[config.mk]
export PLATFORM = sky130hd
export DESIGN_NAME = cpse_ctrl
export DESIGN_NICKNAME = d
export VERILOG_FILES = /design/src/rtl/cpse_pkg.sv /design/src/rtl/cpse_ctrl.sv
export SDC_FILE = /design/constraint.sdc
export NUM_CORES = 1
export LEC_CHECK = 0
export BUFFER_PORTS_ARGS = -buffer_cell sky130_fd_sc_hd__buf_2
export CAP_MARGIN = 20
export CELL_PAD_IN_SITES_DETAIL_PLACEMENT = 0
export CELL_PAD_IN_SITES_GLOBAL_PLACEMENT = 1
export CORE_AREA = 2 2 73 75
export DETAILED_ROUTE_END_ITERATION = 6
export DIE_AREA = 0 0 75 77
export PLACE_DENSITY_LB_ADDON = 0.15
export SLEW_MARGIN = 20
export SYNTH_ARGS = -nofsm -noshare
export SYNTH_HDL_FRONTEND = slang
export SYNTH_SLANG_ARGS = --single-unit
[constraint.sdc]
create_clock -name clk -period 3.5 [get_ports clk]
set_input_delay 0.35 -clock clk [delete_from_list [all_inputs] [get_ports clk]]
set_output_delay 0.35 -clock clk [all_outputs]
set_load 0.1 [all_outputs]
[src/rtl/cpse_pkg.sv]
// Shared types and constants for the convolution engine.
package cpse_pkg;

	localparam int IMAGE_WORDS = 16384;
	localparam int WEIGHT_WORDS = 16384;
	localparam int MAX_OUT_CH = 16;
	localparam int MAX_DIM = 64;
	localparam int MAX_KERNEL = 7;
	localparam int IMG_AW = $clog2(IMAGE_WORDS);
	localparam int WGT_AW = $clog2(WEIGHT_WORDS);
	localparam int NCH_W = $clog2(MAX_OUT_CH);
	localparam int ACC_W = 40;
	// wide enough for any address product before range check
	localparam int ADDR_W = 24;

	localparam logic [1:0] OP_LOAD_IMG = 2'd0;
	localparam logic [1:0] OP_LOAD_WGT = 2'd1;
	localparam logic [1:0] OP_LOAD_BIAS = 2'd2;
	localparam logic [1:0] OP_COMPUTE = 2'd3;

	localparam logic [2:0] REG_IN_HEIGHT = 3'd0;
	localparam logic [2:0] REG_IN_WIDTH = 3'd1;
	localparam logic [2:0] REG_IN_CHANNELS = 3'd2;
	localparam logic [2:0] REG_OUT_CHANNELS = 3'd3;
	localparam logic [2:0] REG_KERNEL_HEIGHT = 3'd4;
	localparam logic [2:0] REG_KERNEL_WIDTH = 3'd5;
	localparam logic [2:0] REG_STRIDE = 3'd6;
	localparam logic [2:0] REG_PAD = 3'd7;

	typedef enum logic [3:0] {
		ST_IDLE,
		ST_BIAS,
		ST_BIAS_WAIT,
		ST_POS,
		ST_IADDR,
		ST_IREAD,
		ST_MAC,
		ST_MAC_WAIT,
		ST_NEXT,
		ST_OUT
	} state_t;

	// controller -> datapath
	typedef struct packed {
		logic bias_rd;      // read bias[n] and load accumulator n
		logic pos_calc;     // compute row/col of tap, in bounds flag
		logic iaddr_calc;   // form image address for tap, channel
		logic img_rd;       // issue image read
		logic wgt_rd;       // issue weight read for n
		logic mac;          // accumulate into n
		logic out_calc;     // round accumulator n into the output register
		logic [NCH_W-1:0] n;
		logic [2:0] i;
		logic [2:0] j;
		logic [5:0] c;
	} cmd_t;

	// datapath -> controller
	typedef struct packed {
		logic in_bounds;
		logic act_zero;
	} stat_t;

	typedef struct packed {
		logic [6:0] h;
		logic [6:0] w;
		logic [6:0] c;
		logic [4:0] n;
		logic [2:0] kh;
		logic [2:0] kw;
		logic [2:0] s;
		logic [1:0] p;
	} geom_t;

endpackage

[src/rtl/cpse_ctrl.sv]
// Controller state machine: walks channels, taps and input channels.
module cpse_ctrl (
	input  logic                  clk,
	input  logic                  arst_n,
	input  logic                  start,
	input  cpse_pkg::geom_t       geom,
	input  cpse_pkg::stat_t       stat,
	input  logic                  out_stall,
	output logic                  busy,
	output logic                  out_valid,
	output logic                  out_last,
	output cpse_pkg::cmd_t        cmd
);

	cpse_pkg::state_t state_q, state_d;
	logic [cpse_pkg::NCH_W-1:0] n_q, n_d;
	logic [2:0] i_q, i_d, j_q, j_d;
	logic [5:0] c_q, c_d;
	logic valid_q, valid_d;
	logic last_q, last_d;
	logic [cpse_pkg::NCH_W-1:0] nl;
	logic [2:0] kl_h, kl_w;
	logic [5:0] cl;

	assign nl = cpse_pkg::NCH_W'(geom.n - 5'd1);
	assign kl_h = geom.kh - 3'd1;
	assign kl_w = geom.kw - 3'd1;
	assign cl = 6'(geom.c - 7'd1);

	always_ff @(posedge clk or negedge arst_n) begin
		if (!arst_n) begin
			state_q <= cpse_pkg::ST_IDLE;
			n_q <= '0;
			i_q <= '0;
			j_q <= '0;
			c_q <= '0;
			valid_q <= 1'b0;
			last_q <= 1'b0;
		end else begin
			state_q <= state_d;
			n_q <= n_d;
			i_q <= i_d;
			j_q <= j_d;
			c_q <= c_d;
			valid_q <= valid_d;
			last_q <= last_d;
		end
	end

	always_comb begin
		state_d = state_q;
		n_d = n_q;
		i_d = i_q;
		j_d = j_q;
		c_d = c_q;
		valid_d = valid_q;
		last_d = last_q;
		cmd = '0;
		cmd.n = n_q;
		cmd.i = i_q;
		cmd.j = j_q;
		cmd.c = c_q;
		if (valid_q && !out_stall) valid_d = 1'b0;
		unique case (state_q)
			cpse_pkg::ST_IDLE: begin
				if (start) begin
					n_d = '0;
					state_d = cpse_pkg::ST_BIAS;
				end
			end
			cpse_pkg::ST_BIAS: begin
				cmd.bias_rd = 1'b1;
				state_d = cpse_pkg::ST_BIAS_WAIT;
			end
			cpse_pkg::ST_BIAS_WAIT: begin
				if (n_q == nl) begin
					i_d = '0;
					j_d = '0;
					c_d = '0;
					n_d = '0;
					state_d = cpse_pkg::ST_POS;
				end else begin
					n_d = n_q + 1'b1;
					state_d = cpse_pkg::ST_BIAS;
				end
			end
			cpse_pkg::ST_POS: begin
				cmd.pos_calc = 1'b1;
				state_d = cpse_pkg::ST_IADDR;
			end
			cpse_pkg::ST_IADDR: begin
				if (!stat.in_bounds) begin
					state_d = cpse_pkg::ST_NEXT;
					c_d = cl;
				end else begin
					cmd.iaddr_calc = 1'b1;
					state_d = cpse_pkg::ST_IREAD;
				end
			end
			cpse_pkg::ST_IREAD: begin
				cmd.img_rd = 1'b1;
				n_d = '0;
				state_d = cpse_pkg::ST_MAC;
			end
			cpse_pkg::ST_MAC: begin
				// image word valid here; skip the channel when it is zero
				if (stat.act_zero) begin
					state_d = cpse_pkg::ST_NEXT;
				end else begin
					cmd.wgt_rd = 1'b1;
					state_d = cpse_pkg::ST_MAC_WAIT;
				end
			end
			cpse_pkg::ST_MAC_WAIT: begin
				cmd.mac = 1'b1;
				if (n_q == nl) begin
					state_d = cpse_pkg::ST_NEXT;
				end else begin
					n_d = n_q + 1'b1;
					state_d = cpse_pkg::ST_MAC;
				end
			end
			cpse_pkg::ST_NEXT: begin
				n_d = '0;
				state_d = cpse_pkg::ST_IADDR;
				if (c_q != cl) begin
					c_d = c_q + 1'b1;
				end else begin
					c_d = '0;
					state_d = cpse_pkg::ST_POS;
					if (j_q != kl_w) begin
						j_d = j_q + 1'b1;
					end else begin
						j_d = '0;
						if (i_q != kl_h) i_d = i_q + 1'b1;
						else state_d = cpse_pkg::ST_OUT;
					end
				end
			end
			cpse_pkg::ST_OUT: begin
				if (!valid_q || !out_stall) begin
					cmd.out_calc = 1'b1;
					valid_d = 1'b1;
					last_d = (n_q == nl);
					if (n_q == nl) state_d = cpse_pkg::ST_IDLE;
					else n_d = n_q + 1'b1;
				end
			end
			default: state_d = cpse_pkg::ST_IDLE;
		endcase
	end

	assign busy = (state_q != cpse_pkg::ST_IDLE) || valid_q;
	assign out_valid = valid_q;
	assign out_last = last_q;

endmodule

==> metrics.cfg <==
[clocking]
cts_hold_buf=0
numCtsBuffers=3
clockRootBuffer=clkbuf_8
numClockSinks=22
cts_tree=built
post-cts-setup-buffers=0
htreeDepth=1
cts.clk_slew.worst_paths_ps=90
cts_resized=0
clk_path_buf_depth=2
worstSkewPairLatency_ps=270

[synthesis]
ys_seq_area_frac=0.3026
yosys.area.top_type=dfrtp_1
synth.distinct_cells=50
ys_ff_latch=22
synth.area.top_cells=dfrtp_1 (30%), xnor2_1 (6.7%), ha_1 (5.5%), nor2_1 (5.0%), a21oi_1 (3.9%)
netlist_area_sq_mm=0.001819
netlist_instances=213
syn_nets=264
synth_top_area_frac=0.3026
syn_avg_cell_area_sq_um=8.541
ys_warn_count=0

[global_route]
grt_pass1_vias=1525
grt_max_degree=23
grt_pass1_wl_um=6906
grt-ovfl-total=0
antenna_found_initial=0
grt_usage=0.1523

[routing]
num_vias=1605
ant_nets=0
drtIter0Drc=31
vias_per_cell=4.893
dr.pass1.iters=4
wl_per_cell_um=12.41
routed_wirelength_um=4069
drcViolationCount=0

[sta]
slew_violations=0
rsz0062_at_grt=false
timing.slew.headroom=0.5507
tightest_slew_ps=668.3
tns_ps=0
hold_slack_ps=48.21
max_freq_mhz=427.3
skew_ps=5.133
period_needed_ps=2340
hold_viol_final=0
timing.final.crit_share=0.6686
setup_viol=0

[die]
design.core.area_sq_mm=0.004977
initial_core_util=0.3655
fp-row-count=26
io_pins=69
dieHeight_um=77
die_area_sq_mm=0.005775
die_w_um=75

[critical_path]
ff2ff_path_depth=5
startpoint_type=register
r2r_start=n_q[3]
endpoint_kind=primary output
path_class=register to primary output
path_max_fanout=12
reg2reg_slack_ps=1410
critPathArrivalTime_ps=1990
required_ps=3150
reg2reg_to=c_q[1]

[job]
drv_cap=0

[worst_hold_path]
hold_path_class=input pin to async pin

[place]
gp_congestion=0.7220
place_area_sq_mm=0.002110
dpl.hpwl_um=3247
port_buffers=47

[cells_and_area]
layout-drive-gt1-share=0.2597
area_delta_synth_final_pct=19.88
n_antenna_cell=0
fin_nets=310
fin_area_sq_mm=0.002181
fill_cells=526

[power_and_ir_drop]
p_per_area_mw_per_mm2=844.4
power_leakage_nw=1.061
vdd_drop_max_mv=0.4526

[outcome]
status=complete, no violations

[worst max-delay path by stage]
| stage | startpoint | to | slack, ps | cells past startpoint |
|---|---|---|---|---|
| floorplan | state_q[1] | state_q[0] | 90 | 7 |
| global placement | geom[16] | state_q[2] | 1050 | 8 |
| detailed placement | geom[16] | state_q[2] | 1050 | 8 |
| CTS | state_q[1] | cmd[16] | 1160 | 4 |
| global route | state_q[0] | cmd[16] | 1020 | 4 |
| finish | state_q[1] | cmd[16] | 1160 | 4 |
[per-layer routing]
metal  vias up  wire length, um  track usage
met4         0               24      0.04286
met1       742             1929       0.2056
li1        831                -            -
met2        30             1992       0.2509
met5         -                0            0
met3         2              122      0.01971
[sequential cells by signal (all words and copies together), names as in the netlist]
register / cells
state_q: 4
n_q: 4
c_q: 6
i_q: 3
out_valid: 1
j_q: 3
out_last: 1
[synth_stat cells (all sizes together)]
cell	count
a211o	2
a211oi	1
a21o	1
a21oi	15
a221o	1
a31oi	1
and2	2
and3	1
buf	3
clkbuf	3
dfrtp	22
ha	8
inv	16
mux2	3
mux2i	2
nand2	15
nand2b	6
nand3	10
nand3b	1
nor2	25
nor2b	4
nor3	6
nor3b	2
nor4	3
o211a	1
o21ai	19
o21bai	1
o2bb2ai	2
o31ai	2
or2	4
or3	3
or3b	1
or4	2
or4b	1
xnor2	15
xnor3	3
xor2	6
[report_power, final]
group	total, mW	leakage (nW)	internal, mW	switching [mW]
sequential	0.439	0.293	0.324	0.115
combinational	1.15	0.733	0.296	0.859
clock	0.248	0.0357	0.153	0.0950
[logic make-up after synthesis]
kind of cell,count (synthesis),share of synthesized area
adders and majority gates,8,0.05502
xor gates and xnor gates,24,0.1424
DFF,22,0.3026
muxes,5,0.02957
buffers and inverters,22,0.05089
AOI/OAI and AO/OA,46,0.1541
and+or+nand+nor,86,0.2655
[cell usage in the layout (no fill, tap or decap), types with 2 or more instances in the layout]
master | Yosys | final
mux2i_1 | 2 | 2
nand3_1 | 9 | 9
a211o_1 | 2 | 2
or3_1 | 3 | 3
inv_1 | 16 | 16
xnor2_1 | 14 | 14
nor3_1 | 4 | 4
nand2b_1 | 6 | 6
nor3b_2 | 2 | 2
ha_1 | 8 | 8
mux2_2 | 2 | 2
nor2_1 | 24 | 24
buf_2 | 2 | 47
o31ai_1 | 2 | 2
xnor3_1 | 3 | 3
or2_1 | 2 | 2
dfrtp_1 | 22 | 22
o21ai_1 | 6 | 6
o21ai_0 | 13 | 13
nor3_2 | 2 | 2
nand2_1 | 15 | 15
xor2_1 | 6 | 6
nor2b_1 | 4 | 4
o2bb2ai_1 | 2 | 2
a21oi_1 | 14 | 14
clkbuf_8 | 0 | 3
and2_1 | 2 | 2
[worst max-delay path, cell delays in order (launching register included)]
cell and delay, ps:
dfrtp_1 500, nand2b_1 230, or2_1 300, a21oi_1 220, buf_2 470
[area by class of cell]
class,instances,area (sq um),area share
Timing Repair Buffer,47,235.2,0.1079
Multi-Input combinational cell,169,1176,0.5393
Clock buffer,3,41.29,0.01893
Sequential cell,22,550.5,0.2524
Inverter,16,60.06,0.02754
Clock inverter,1,30.03,0.01377
Tap cell,70,87.58,0.04016
[per-stage QoR]
stage	instances	utilization	setup slack (ps)	total power [mW]
floorplan	213	-	94.58	1.430
global placement	324	0.4238	1051	1.617
detailed placement	324	0.4238	1046	1.612
CTS	328	0.4382	1157	1.862
global route	328	0.4382	1016	1.970
finish	328	0.4382	1160	1.842
Note: power is estimated with default switching activity, not from simulation.
